--- config.mk ---
export PLATFORM = sky130hd
export DESIGN_NAME = flpc_ctrl
export DESIGN_NICKNAME = d
export VERILOG_FILES = /design/src/flpc_pkg.sv /design/src/flpc_ctrl.sv
export SDC_FILE = /design/constraint.sdc
export NUM_CORES = 1
export LEC_CHECK = 0
export BUFFER_PORTS_ARGS = -buffer_cell sky130_fd_sc_hd__buf_2
export CAP_MARGIN = 20
export CORE_AREA = 3 3 40 42
export DETAILED_ROUTE_END_ITERATION = 10
export DIE_AREA = 0 0 43 45
export GPL_TIMING_DRIVEN = 0
export HOLD_SLACK_MARGIN = 0.05
export PLACE_DENSITY = 0.83
export SLEW_MARGIN = 20
export SYNTH_ARGS = -nofsm -noshare
export SYNTH_HDL_FRONTEND = slang
export SYNTH_SLANG_ARGS = --single-unit
export TNS_END_PERCENT = 20
--- constraint.sdc ---
create_clock -name i_clk -period 1.8 [get_ports i_clk]
set_input_delay 0.09 -clock i_clk [delete_from_list [all_inputs] [get_ports i_clk]]
set_output_delay 0.09 -clock i_clk [all_outputs]
set_load 0.05 [all_outputs]
--- src/flpc_pkg.sv ---
// ----------------------------------------------------------------------------
// flpc_pkg
// Shared constants, types and helpers of the linear-phase FIR crossover.
// ----------------------------------------------------------------------------
package flpc_pkg;

    localparam int ORDER    = 128;
    localparam int CHANNELS = 2;
    localparam int TAPS     = ORDER + 1;
    localparam int DELAY    = ORDER / 2;

    localparam int SAMPLE_W = 24;
    localparam int COEF_W   = 18;
    localparam int TIDX_W   = 8;
    localparam int FRAC     = 17;

    localparam int IDX_W  = $clog2(TAPS);
    localparam int CNT_W  = $clog2(TAPS + 1);
    localparam int PROD_W = SAMPLE_W + COEF_W;
    localparam int ACC_W  = PROD_W + $clog2(TAPS);

    localparam int IN_DATA_W  = 56;
    localparam int IN_USER_W  = 2;
    localparam int OUT_DATA_W = 48;
    localparam int OUT_USER_W = 1;

    localparam int APB_DATA_W = 32;
    localparam int APB_ADDR_W = 2;
    localparam logic [APB_ADDR_W-1:0] REG_BYPASS = 2'd0;

    localparam logic signed [ACC_W-1:0] SAT_HI   = ACC_W'(8388607);
    localparam logic signed [ACC_W-1:0] SAT_LO   = -ACC_W'(8388608);
    localparam logic signed [ACC_W-1:0] RND_HALF = ACC_W'(1) <<< (FRAC - 1);

    typedef struct packed {
        logic load;
        logic tap_we;
        logic hist_we;
        logic dly_cap;
        logic mac_clear;
        logic mac_issue;
        logic round;
        logic sat;
        logic out_load;
    } t_cmd;

    typedef struct packed {
        logic in_is_tap;
        logic in_ch_ok;
        logic bypass;
        logic mac_last;
        logic pipe_busy;
        logic out_free;
    } t_status;

    function automatic logic signed [SAMPLE_W-1:0] sat24(input logic signed [ACC_W-1:0] v);
        logic signed [ACC_W-1:0] r;
        if (v > SAT_HI) begin
            r = SAT_HI;
        end else if (v < SAT_LO) begin
            r = SAT_LO;
        end else begin
            r = v;
        end
        return r[SAMPLE_W-1:0];
    endfunction

endpackage

--- src/flpc_ctrl.sv ---
// ----------------------------------------------------------------------------
// flpc_ctrl
// Sequencer: accepts a word, runs a coefficient write or one MAC pass per non-bypass sample.
// ----------------------------------------------------------------------------
module flpc_ctrl (
    input  logic             i_clk,
    input  logic             i_rst_n,
    input  logic             i_s_tvalid,
    output logic             o_s_tready,
    input  flpc_pkg::t_status i_status,
    output flpc_pkg::t_cmd   o_cmd
);

    typedef enum logic [8:0] {
        S_IDLE  = 9'b000000001,
        S_TAPW  = 9'b000000010,
        S_WRITE = 9'b000000100,
        S_DLY   = 9'b000001000,
        S_MAC   = 9'b000010000,
        S_DRAIN = 9'b000100000,
        S_ROUND = 9'b001000000,
        S_SAT   = 9'b010000000,
        S_OUT   = 9'b100000000
    } t_state;

    t_state r_state;
    t_state n_state;

    always_ff @(posedge i_clk) begin
        if (!i_rst_n) begin
            r_state <= S_IDLE;
        end else begin
            r_state <= n_state;
        end
    end

    assign o_s_tready = (r_state == S_IDLE);

    always_comb begin
        n_state = r_state;
        o_cmd   = '0;
        case (r_state)
            S_IDLE: begin
                if (i_s_tvalid) begin
                    o_cmd.load = 1'b1;
                    if (i_status.in_is_tap) begin
                        n_state = S_TAPW;
                    end else if (i_status.in_ch_ok) begin
                        n_state = S_WRITE;
                    end
                end
            end
            S_TAPW: begin
                o_cmd.tap_we = 1'b1;
                n_state      = S_IDLE;
            end
            S_WRITE: begin
                o_cmd.hist_we = 1'b1;
                n_state       = S_DLY;
            end
            S_DLY: begin
                o_cmd.dly_cap = 1'b1;
                if (i_status.bypass) begin
                    n_state = S_ROUND;
                end else begin
                    o_cmd.mac_clear = 1'b1;
                    n_state         = S_MAC;
                end
            end
            S_MAC: begin
                o_cmd.mac_issue = 1'b1;
                if (i_status.mac_last) begin
                    n_state = S_DRAIN;
                end
            end
            S_DRAIN: begin
                if (!i_status.pipe_busy) begin
                    n_state = S_ROUND;
                end
            end
            S_ROUND: begin
                o_cmd.round = 1'b1;
                n_state     = S_SAT;
            end
            S_SAT: begin
                o_cmd.sat = 1'b1;
                n_state   = S_OUT;
            end
            S_OUT: begin
                if (i_status.out_free) begin
                    o_cmd.out_load = 1'b1;
                    n_state        = S_IDLE;
                end
            end
            default: begin
                n_state = S_IDLE;
            end
        endcase
    end

endmodule

Word level (Yosys, flattened, before mapping)
Index checks and enable logic that the tools add are counted.

Word-level logic and storage cells: 35. Bits of input ports: 9. Output and inout port bits: 10. Bits in registers: 9.

Reduce and logical (&&, ||, !) cells: 1. Equality and inequality tests: 14. Mux-type cells: 19.

Operators with widths (number): $pmux 9 s8 (1); $mux 9 (6); $mux 1 (10); $eq 9x1->1 const B (1); $eq 9x2->1 const B (1); $eq 9x3->1 const B (1); $eq 9x4->1 const B (1); $eq 9x5->1 const B (1); $eq 9x6->1 const B (1); $eq 9x7->1 const B (1); $eq 9x8->1 const B (1); $eq 9x9->1 const B (1); $ne 2x2->1 const B (4); $mux 7 (1); $reduce_and 5->1 (1); $ne 3x1->1 const B (1); $mux 2 (1).

Depth between registers and ports, before layout
Gate-level depths: netlist of run 1.

Depth after elaboration: 4. Mapped depth: 5.

Least setup slack after synthesis of run 1
Ideal clock, no wire load.

Path type: reg-to-output. From: reg r_state[5]. To: out o_cmd[7] (netlist name). Data required time: 1710 ps. Path slack: -756 ps. Stages on the path, launching flop included: 4. Arrival time: 2466 ps. Path buffers: 1. Cell sequence: dfxtp_1 > buf_6 > or4_4 > nor4_1.

RTL lines: start, declared (line flpc_ctrl.sv:26) `t_state r_state;`; start signal, assigned (line flpc_ctrl.sv:33) `r_state <= n_state;`; end, declared (line flpc_ctrl.sv:11) `output flpc_pkg::t_cmd o_cmd`.

==> impl_results.md, run 1 <==
* Critical Setup Path Class: reg -> out
* PortBufs at 18
* Most frequent cells in the layout: 11 x buf_2, 5 x buf_6, 5 x inv_1
* #FFs+latches synth at 9
* Starting Density at 48.0%
* Via count at 675
* RD Place Congestion at 0.800
* Sequential share of the synthesized area at 29.2%
* Total GRT Usage at a little under a fifth
* Max_cap viols at 0
* # IOs at 19
* Vias/cell at 5.97
* Clk_lat worst skew at 0.27 ns
* Vias in the first global route at 612
* TritonCTS clock tree: yes
* # rows at 13
* Post-synth EDFFs at 0
* Worst endpoint required time at 1.71 ns
* Die Wd at between 40 and 50 um
* Met3 wire len at 147 um
* Max-slew violations at 0
* Pin count of the biggest net entering global routing at 10
* Pwr/cell area at 624 nW/um^2
* Slew margin rel. at 75.0%
* Clock Path Buffers at 2
* WHS at approximately 0.062 ns
* TritonCTS buffer count at 3
* Post-synth top flop: dfxtp_1
* Cell leakage power at 0.334 nW
* Met2 routed WL at 827 um
* Clk_skew at 0.00859 ns
* Peak supply drop at around 0.4 mV
* RSZ-0062 raised after global routing: true
* Post-Syn Nets at 87
* Die area at 1940 sq um
* CTS Sinks at 9
* Post-route antenna net violation count at 0
* Proportion of layout cells with a drive suffix above 1 at 44.9%
* Failing checks: negative setup slack
* CTS clk-pin slew, worst paths at 0.06 ns
* DP HPWL at 1.28 mm
* Postcts setup bufs at 0
* Final worst slack at -0.0923 ns
* DRC at 0
* Crit. End Element: primary output
* Final worst-path cycle share at 105%
* Detailed Route WL at 1.72 mm
* Startpoint Class: flip-flop
* DR iter-0 viols at 19
* Wl on met1 at 728 um
* Initial antenna violation count at 0
* Hold crit path type: in -> reg
* Finish-stage setup viols at 4
* Root Buffer Master: clkbuf_4
* Tightest Pin Transition at 0.375 ns
* Core area at 1280 sq um
* Final min period at 1.89 ns
* Total iterations of the first detailed-routing run at 4
* Register area at 193 sq um
* Post-synthesis cell type count at 34
* WL/cell at about 15 um
* Max reg flops at 9
* Async set-reset flop share out of synthesis at 0%
* Post-Syn Area at between 600 and 700 sq um
* NumNets Final at around 110
* CP arrival at 1.80 ns
* # diodes at 0
* Gr ovfl total at 0
* Most common cell after layout, fill and taps aside: buf_2
* Placed cells at 111
* Uppermost routed layer: met4
* Final std cells w/o fill at around 110
* Synthesis-to-finish area growth at 39.8%
* Hold violation total from the final report at 0
* Top Registers: r_state: 9 flops
* Yosys warning count at 0
* Post-Syn Instances at roughly 80
* Outcome: finished with violations
* FMAX at between 500 and 600 MHz
* Footprint of the multi-input gates at 447 sq um
* H-tree depth at 1
* First-pass GRT wire length at 2.77 mm
* Biggest register: r_state
* Mapped Avg Cell Area at 7.91 sq um
* Crit path max fanout at 8
* Fill count at between 100 and 150
* Die Y at 45 um
## Yosys cell counts, types with 3 or more instances
| master | number | area share (%) |
|---|---|---|
| nand3_1 | 3 | 2.4 |
| nor2_1 | 4 | 2.4 |
| nor4_1 | 4 | 4.1 |
| dfxtp_1 | 9 | 29 |
| clkbuf_1 | 3 | 1.8 |
| nand2_1 | 5 | 3.0 |
| o21ai_0 | 3 | 2.4 |
| a21oi_1 | 4 | 3.2 |
| nand4_1 | 3 | 3.0 |
| nand2b_1 | 4 | 4.1 |
| inv_1 | 5 | 3.0 |
| nor3_1 | 5 | 4.1 |
## final timing paths
| kind | slack, ns | start | endpoint | depth (start not counted) |
|---|---|---|---|---|
| setup reg to reg | 0.21 | r_state[5] | r_state[5] | 5 |
| hold reg to reg | 0.56 | r_state[8] | r_state[3] | 1 |
| setup / recovery | -0.09 | r_state[4] | o_cmd[4] | 4 |
| hold / removal | 0.06 | i_rst_n | r_state[4] | 2 |
## logic make-up after synthesis
group / count (synthesis) / synth area share [%]
buffers and inverters: 10 / 7.91
XOR/XNOR: 1 / 1.42
AO/OA/AOI/OAI: 14 / 15.2
flip-flops: 9 / 29.2
AND/OR/NAND/NOR: 44 / 46.2
## per-layer routing
metal	vias to the layer above	global-route usage (%)
li1	332	-
met1	309	25.2
met2	31	30.2
met3	3	6.37
met4	0	4.22
met5	-	0
## through the flow
| stage | instance area, sq um | total power, W | setup WS [ns] | TNS [ns] | utilization, % |
|---|---|---|---|---|---|
| 6_report | 862 | 0.000538 | -0.0923 | -0.199 | 67.1 |
| 5_1_grt | 862 | 0.000568 | -0.174 | -0.865 | 67.1 |
| 4_1_cts | 846 | 0.000535 | -0.0815 | -0.152 | 65.8 |
| 3_5_place_dp | 758 | 0.000370 | -0.0521 | -0.0532 | 59.0 |
| 3_3_place_gp | 758 | 0.000364 | -0.00778 | -0.00778 | 59.0 |
| 2_1_floorplan | 649 | 0.000333 | -0.253 | -0.955 | - |
## layout make-up
cell class | count | share of cell area (%)
Multi-Input combinational cell | 59 | 51.8
Inverter | 5 | 2.18
Sequential cell | 9 | 22.4
Clock buffer | 4 | 3.05
Buffer | 2 | 2.18
Tap cell | 15 | 2.18
Timing Repair Buffer | 19 | 16.3
## where the power goes
part,internal (W),switching (W)
Combinational,0.0000551,0.0000995
Sequential,0.000205,0.0000150
Clock,0.0000857,0.0000773
Total,0.000346,0.000192
## worst max-delay path, cell delays in order (launching register included)
cell,delay (ns)
dfxtp_4,0.37
or4_4,0.57
nor4_4,0.23
and2b_4,0.22
buf_8,0.14
## repair_timing
item                                    in CTS  in global routing
hold buffers                                 1                  0
endpoints found under the setup margin      10                  9
endpoints found under the hold margin        1                  0
resized for setup                           20                  7
pin swaps                                    1                  1
No activity file was read; power rests on OpenSTA's default activity.
==> run 2, diff against run 1 <==
--- a/config.mk
+++ b/config.mk
@@ -5,14 +5,15 @@
 export SDC_FILE = /design/constraint.sdc
 export NUM_CORES = 1
 export LEC_CHECK = 0
+export ABC_AREA = 1
 export BUFFER_PORTS_ARGS = -buffer_cell sky130_fd_sc_hd__buf_2
 export CAP_MARGIN = 20
-export CORE_AREA = 3 3 40 42
+export CORE_MARGIN = 3
+export CORE_UTILIZATION = 49
 export DETAILED_ROUTE_END_ITERATION = 10
-export DIE_AREA = 0 0 43 45
 export GPL_TIMING_DRIVEN = 0
 export HOLD_SLACK_MARGIN = 0.05
-export PLACE_DENSITY = 0.83
+export PLACE_DENSITY = 0.86
 export SLEW_MARGIN = 20
 export SYNTH_ARGS = -nofsm -noshare
 export SYNTH_HDL_FRONTEND = slang
==> run 2 against run 1 <==
The run now ends clean. Sequential share of layout area fell by 0.060 points. Critical path depth rose by 3. Clock power about the same. Clock skew shrank 0.0049 ns. Total power increased by 110%. Via count up 6.7%.
==> impl_results.md, run 2 <==
* Yosys top cell by area: dfxtp_1
* Area contributors post-synth: dfxtp_1 27%, inv_1 13%, nor2_1 12%
* Mapped Avg Cell Area at 6.08 sq um (-23%)
* Pwr/cell area at 1400 nW/um^2 (+120%)
* Vias in the first global route at 622 (+1.6%)
* WL/cell at 9.55 um (-37%)
* Die area at 1860 sq um (-4.0%)
* Post-synth top flop: dfxtp_1
* Post-Syn Nets at 120 (+38%)
* Proportion of layout cells with a drive suffix above 1 at 31.6% (-13 points)
* DRC at 0 (unchanged)
* Hold Buf Count CTS at 0 (-1)
* Async set-reset flop share out of synthesis at 0% (unchanged)
* Worst endpoint required time at 1.71 ns (about the same)
* Post-Syn Instances at 111 (+42%)
* Pin count of the biggest net entering global routing at 11 (+1)
* First-pass GRT wire length at 2.46 mm (-11%)
* Yosys warning count at 0 (unchanged)
* Peak supply drop at 1.16 mV (+200%)
* RD Place Congestion at 0.821 (+2.6%)
* CP max stage cell: dfxtp_1
* WHS at 0.0765 ns (+0.0147 ns)
* Max-slew violations at 0 (unchanged)
* # diodes at 0 (unchanged)
* Setup_tns at 0 ns (+0.199 ns)
* Total iterations of the first detailed-routing run at 6 (+2)
* Critical-path cell list: nor2_4, nand2_4, nor2_2, nand2_1, inv_1, buf_4, buf_2
* Max reg flops at 9 (unchanged)
* NumNets Final at 143 (+32%)
* RSZ-0062 raised after global routing: false
* Leading cell types by count after synthesis: 23 x inv_1, 22 x nor2_1, 17 x nand2_1
* Top Registers: r_state: 9 flops
* Core area at 1200 sq um (-6.5%)
* # IOs at 19 (unchanged)
* Crit. End Element: primary output
* Clk_skew at 0.00373 ns (-0.00486 ns)
* # rows at 12 (-1)
* Vias/cell at 4.90 (-18%)
* Root Buffer Master: clkbuf_4
* Postcts setup bufs at 0 (unchanged)
* Most common cell after layout, fill and taps aside: inv_1
* CTS Sinks at 9 (unchanged)
* Starting Density at 56.1% (+8.1 points)
* Slew margin rel. at 84.5% (+9.5 points)
* Final worst-path cycle share at 89.2% (-16 points)
* CP arrival at 1.52 ns (-0.28 ns)
* Most frequent cells in the layout: 23 x inv_1, 22 x nor2_1, 18 x buf_2
* Post-synth top area share at 26.7% (-2.5 points)
* Via count at 720 (+6.7%)
* Tightest Pin Transition at 0.231 ns (-0.145 ns)
* Die Y at 43.1 um (-4.2%)
* Cell leakage power at 0.509 nW (+52%)
* FMAX at 623 MHz (+18%)
* Clk_lat worst skew at 0.27 ns (about the same)
* Biggest register: r_state
* Die Wd at 43.1 um (+0.23%)
* Finish-stage setup viols at 0 (-4)
* Hold crit path type: in -> reg
* Post-route antenna net violation count at 0 (unchanged)
* Hold violation total from the final report at 0 (unchanged)
* Total GRT Usage at 17.3% (-1.8 points)
* Biggest cell delay along the critical path at 0.35 ns (-0.22 ns)
* Startpoint Class: flip-flop
* H-tree depth at 1 (unchanged)
* Detailed Route WL at 1.40 mm (-18%)
* Critical Setup Path Class: reg -> out
* Initial antenna violation count at 0 (unchanged)
* Gr ovfl total at 0 (unchanged)
* CTS clk-pin slew, worst paths at 0.06 ns (about the same)
* TritonCTS buffer count at 3 (unchanged)
* Count leader, synth: inv_1
* Crit path max fanout at 4 (-4)
* DR iter-0 viols at 19 (unchanged)
* Post-synth EDFFs at 0 (unchanged)
* Post-Syn Area at 674 sq um (+9.3%)
* Final min period at 1.61 ns (-0.287 ns)
* TritonCTS clock tree: yes
* PortBufs at 18 (unchanged)
* Synthesis-to-finish area growth at 19.9%
* Post-synthesis cell type count at 18 (-47%)
* Clock Path Buffers at 2 (unchanged)
* Sequential share of the synthesized area at 26.7% (-2.5 points)
* Outcome: complete, no violations
* #FFs+latches synth at 9 (unchanged)
* DP HPWL at 1.18 mm (-7.6%)
* # resized after CTS at 0 (-100%)
* Max_cap viols at 0 (unchanged)
* Core Util, Final at 67.3% (+0.20 points)
-- run 2: changes by cell type in the layout (fill, tap and decap cells not counted), moves of 6 or more --
| cell | before | now |
|---|---|---|
| nor2_1 | 2 | 22 |
| inv_1 | 5 | 23 |
| nand2_1 | 4 | 17 |
| nand3_1 | 3 | 12 |
| buf_2 | 11 | 18 |
| dfxtp_1 | 3 | 9 |
-- run 2: final cells by class --
class | instances | area, sq um
Fill cell | 116 | 393
Inverter | 26 | 97.6
Timing Repair Buffer | 18 | 90.1
Buffer | 1 | 7.51
Tap cell | 14 | 17.5
Multi-Input combinational cell | 75 | 389
Clock buffer | 4 | 26.3
Sequential cell | 9 | 180
-- run 2: critical path, delay by kind of cell, from the launching register on --
kind                   cells  cell delay, ns
buffers and inverters      3            0.40
DFF                        1            0.35
and+or+nand+nor            4            0.50
-- run 2: layer usage --
| metal | global-route usage, % | vias up | share of wire (%) |
|---|---|---|---|
| li1 | - | 382 | - |
| met1 | 20.4 | 317 | 47 |
| met2 | 28.6 | 16 | 46 |
| met3 | 5.08 | 5 | 5.0 |
| met4 | 7.23 | 0 | 2.3 |
| met5 | 0 | - | 0 |
-- run 2: report_power, final --
part | switching (W) | leakage, nW | internal [W]
clock | 0.0000764 | 0.0150 | 0.0000858
combinational | 0.000492 | 0.421 | 0.000203
sequential | 0.0000378 | 0.0733 | 0.000238
total | 0.000606 | 0.509 | 0.000527
-- run 2: path summary, 6_finish.rpt --
check | from | endpoint | slack (ns) | cells past startpoint
min | i_rst_n | r_state[0] | 0.08 | 2
max reg2reg | r_state[8] | r_state[5] | 0.43 | 10
min reg2reg | r_state[0] | r_state[0] | 0.53 | 2
max | r_state[4] | o_cmd[6] | 0.19 | 7
-- run 2: stage by stage --
stage                     cell area [sq um]  instances  worst slack (ns)  total power [W]
after floorplan                         674        111            0.0460         0.000848
after global placement                  782        143             0.450         0.000960
after detailed placement                782        143             0.442         0.000973
after CTS                               808        147             0.180          0.00114
after global routing                    808        147             0.102          0.00122
final                                   808        147             0.195          0.00113
-- run 2: kinds of logic after synthesis --
logic type / after synthesis / synth area share, %
AND/OR/NAND/NOR: 74 / 57.0
AO/OA/AOI/OAI: 1 / 0.741
buffers and inverters: 27 / 15.6
flip-flops: 9 / 26.7
==> run 3, diff against run 2 <==
--- a/config.mk
+++ b/config.mk
@@ -9,11 +9,12 @@
 export BUFFER_PORTS_ARGS = -buffer_cell sky130_fd_sc_hd__buf_2
 export CAP_MARGIN = 20
 export CORE_MARGIN = 3
-export CORE_UTILIZATION = 49
+export CORE_UTILIZATION = 52
+export CTS_BUF_LIST = sky130_fd_sc_hd__clkbuf_4
 export DETAILED_ROUTE_END_ITERATION = 10
 export GPL_TIMING_DRIVEN = 0
-export HOLD_SLACK_MARGIN = 0.05
-export PLACE_DENSITY = 0.86
+export HOLD_SLACK_MARGIN = 0.15
+export PLACE_DENSITY = 0.9
 export SLEW_MARGIN = 20
 export SYNTH_ARGS = -nofsm -noshare
 export SYNTH_HDL_FRONTEND = slang
==> run 3 against run 2 <==
Global-route usage grew 3.4 points. Sequential cell count is the same. Non-clock buffer count grew 4. Clock power grew 12%. Critical path type unchanged. Combinational power grew 6.6%. Hold slack gained 0.17 ns. Highest routed layer unchanged.
==> impl_results.md, run 3 (same netlist as run 2, synthesis figures left out) <==
* Peak supply drop at 0.861 mV (-26%)
* Top Registers: r_state: 9 flops
* Most common cell after layout, fill and taps aside: inv_1
* # diodes at 0 (unchanged)
* Initial antenna violation count at 0 (unchanged)
* RSZ-0062 raised after global routing: false
* DR iter-0 viols at 13 (-6)
* Critical-path cell list: nor2_2, nand2_1, nor2_2, nand2_1, inv_1, buf_4, buf_2
* Finish-stage setup viols at 0 (unchanged)
* DP HPWL at 1.23 mm (+3.7%)
* Die Y at 42.0 um (-2.5%)
* Starting Density at 58.3% (+2.2 points)
* Root Buffer Master: clkbuf_4
* Synthesis-to-finish area growth at 27.3%
* CTS clk-pin slew, worst paths at 0.07 ns (about the same)
* Max reg flops at 9 (unchanged)
* TritonCTS clock tree: yes
* Post-route antenna net violation count at 0 (unchanged)
* # IOs at 19 (unchanged)
* CTS Sinks at 9 (unchanged)
* Psw at 0.000647 W (+6.7%)
* Hold Startpoint: i_status[2]
* CP max stage cell: dfxtp_1
* Reg2Reg Launch Point: r_state[4]
* Proportion of layout cells with a drive suffix above 1 at 32.1% (+0.54 points)
* CP delay by family, top: simple AND/OR/NAND/NOR gates
* Pwr/cell area at 1400 nW/um^2 (-0.47%)
* Detailed Route WL at 1.68 mm (+19%)
* DRC at 0 (unchanged)
* Biggest cell delay along the critical path at 0.34 ns (about the same)
* PortBufs at 18 (unchanged)
* Reg2Reg Depth at 6 (-4)
* Gr ovfl total at 0 (unchanged)
* Die area at 1760 sq um (-5.0%)
* Setup crit start: r_state[0]
* Outcome: complete, no violations
* Biggest register: r_state
* Critical Setup Path Class: reg -> out
* Setup_tns at 0 ns (unchanged)
* Worst endpoint required time at 1.71 ns (about the same)
* Die Wd at 42.0 um (-2.5%)
* Vias/cell at 5.01 (+2.4%)
* Crit. End Element: primary output
* Final min period at 1.64 ns (+0.0308 ns)
* NumNets Final at 147 (+2.8%)
* # rows at 12 (unchanged)
* Vias in the first global route at 726 (+17%)
* Via count at 757 (+5.1%)
* Hold worst-path end: r_state[4]
* Reg2reg setup slack at 0.19 ns (-0.24 ns)
* Crit path max fanout at 4 (unchanged)
* Hold Path Stages at 6 (+4)
* Sw frac at 54.0% (+0.52 points)
* Max-slew violations at 0 (unchanged)
* Core area at 1160 sq um (-3.7%)
* Combinational share of power at 61.9% (+0.6 points)
* Worst reg2reg endpoint: r_state[1]
* Total iterations of the first detailed-routing run at 5 (-1)
* H-tree depth at 1 (unchanged)
* CP Buf/Inv Count at 3 (unchanged)
* Total GRT Usage at 20.7% (+3.4 points)
* Placed inst area at 782 sq um (unchanged)
* First-pass GRT wire length at 2.85 mm (+16%)
* Hold crit path type: in -> reg
* Internal at 0.000551 W (+4.5%)
* Clock power frac at 15.1% (+0.8 points)
* Slew margin rel. at 83.1% (-1.3 points)
* CP arrival at 1.55 ns (+0.03 ns)
* TritonCTS buffer count at 3 (unchanged)
* Tightest Pin Transition at 0.255 ns (+0.0239 ns)
* Startpoint Class: flip-flop
* Max_cap viols at 0 (unchanged)
* WL/cell at 11.1 um (+16%)
* Clk_skew at 0.000599 ns (-0.00313 ns)
* FMAX at 611 MHz (-1.9%)
* Part of the power in registers at 23.0% (-1.4 points)
* Post-route cell area at 858 sq um (+6.2%)
* Hold violation total from the final report at 0 (unchanged)
* Cell leakage power at 0.532 nW (+4.5%)
* Most frequent cells in the layout: 23 x inv_1, 22 x nor2_1, 18 x buf_2
* Clock Path Buffers at 2 (unchanged)
* Final worst-path cycle share at 90.9% (+1.7 points)
* Clk_lat worst skew at 0.27 ns (about the same)
* RD Place Congestion at 0.805 (-1.9%)
* Pin count of the biggest net entering global routing at 11 (unchanged)
## run 3: cell types whose count changed in the layout (fill, tap and decap cells not counted)
cell / change
nor4_2: +1
clkbuf_1: -1
clkbuf_4: +1
nor4_1: -1
dlygate4sd3_1: +4
## run 3: worst reg2reg max path: stages (launching register included)
cell and delay (ns):
dfxtp_1 0.36, nor2_4 0.17, nand2_4 0.09, nor2_4 0.12, nand2_2 0.10, nor4_2 0.14
dlygate4sd3_1 0.58
## run 3: through the flow
step	util [%]	instances	total power [W]	hold WS, ns	setup slack [ns]
final	74.2	151	0.00120	0.246	0.164
after global routing	74.2	151	0.00129	0.278	0.0558
after CTS	73.7	151	0.00118	0.240	0.150
after detailed placement	67.6	143	0.000980	0.345	0.407
after global placement	67.6	143	0.000957	0.340	0.454
after floorplan	-	111	0.000848	0.175	0.0460
## run 3: how the worst max path moves through the flow
stage                     cells after the start         end
after detailed placement                      9  r_state[6]
after floorplan                               9  r_state[6]
after CTS                                     7    o_cmd[6]
after global placement                        9  r_state[6]
final                                         7    o_cmd[6]
after global routing                          6  r_state[1]
## run 3: final cells by class
type / count / area, sq um
multi-input combinational: 75 / 395
tap: 14 / 17.5
clock buffer: 4 / 30.0
fill: 98 / 298
buffer: 1 / 7.51
timing repair buffer: 22 / 130
sequential: 9 / 180
inverter: 26 / 97.6
## run 3: power groups by stage
| stage | logic (W) | registers, W | clock network, W |
|---|---|---|---|
| floorplan | 0.000575 | 0.000274 | 0 |
| global placement | 0.000680 | 0.000277 | 0 |
| detailed placement | 0.000700 | 0.000279 | 0 |
| CTS | 0.000719 | 0.000275 | 0.000185 |
| global route | 0.000813 | 0.000282 | 0.000198 |
| finish | 0.000741 | 0.000276 | 0.000181 |
## run 3: timing repair
item,in CTS,in global routing
hold buffers,4,0
endpoints found under the setup margin,0,1
endpoints found under the hold margin,9,0
resized for setup,0,1
setup buffers,0,0
## run 3: per-layer routing
metal / up-vias / part of all wire, % / global-route usage, %
li1: 385 / - / -
met4: 0 / 2.3 / 9.94
met1: 339 / 44 / 22.7
met3: 6 / 5.7 / 5.58
met2: 27 / 48 / 36.4
met5: - / 0 / 0
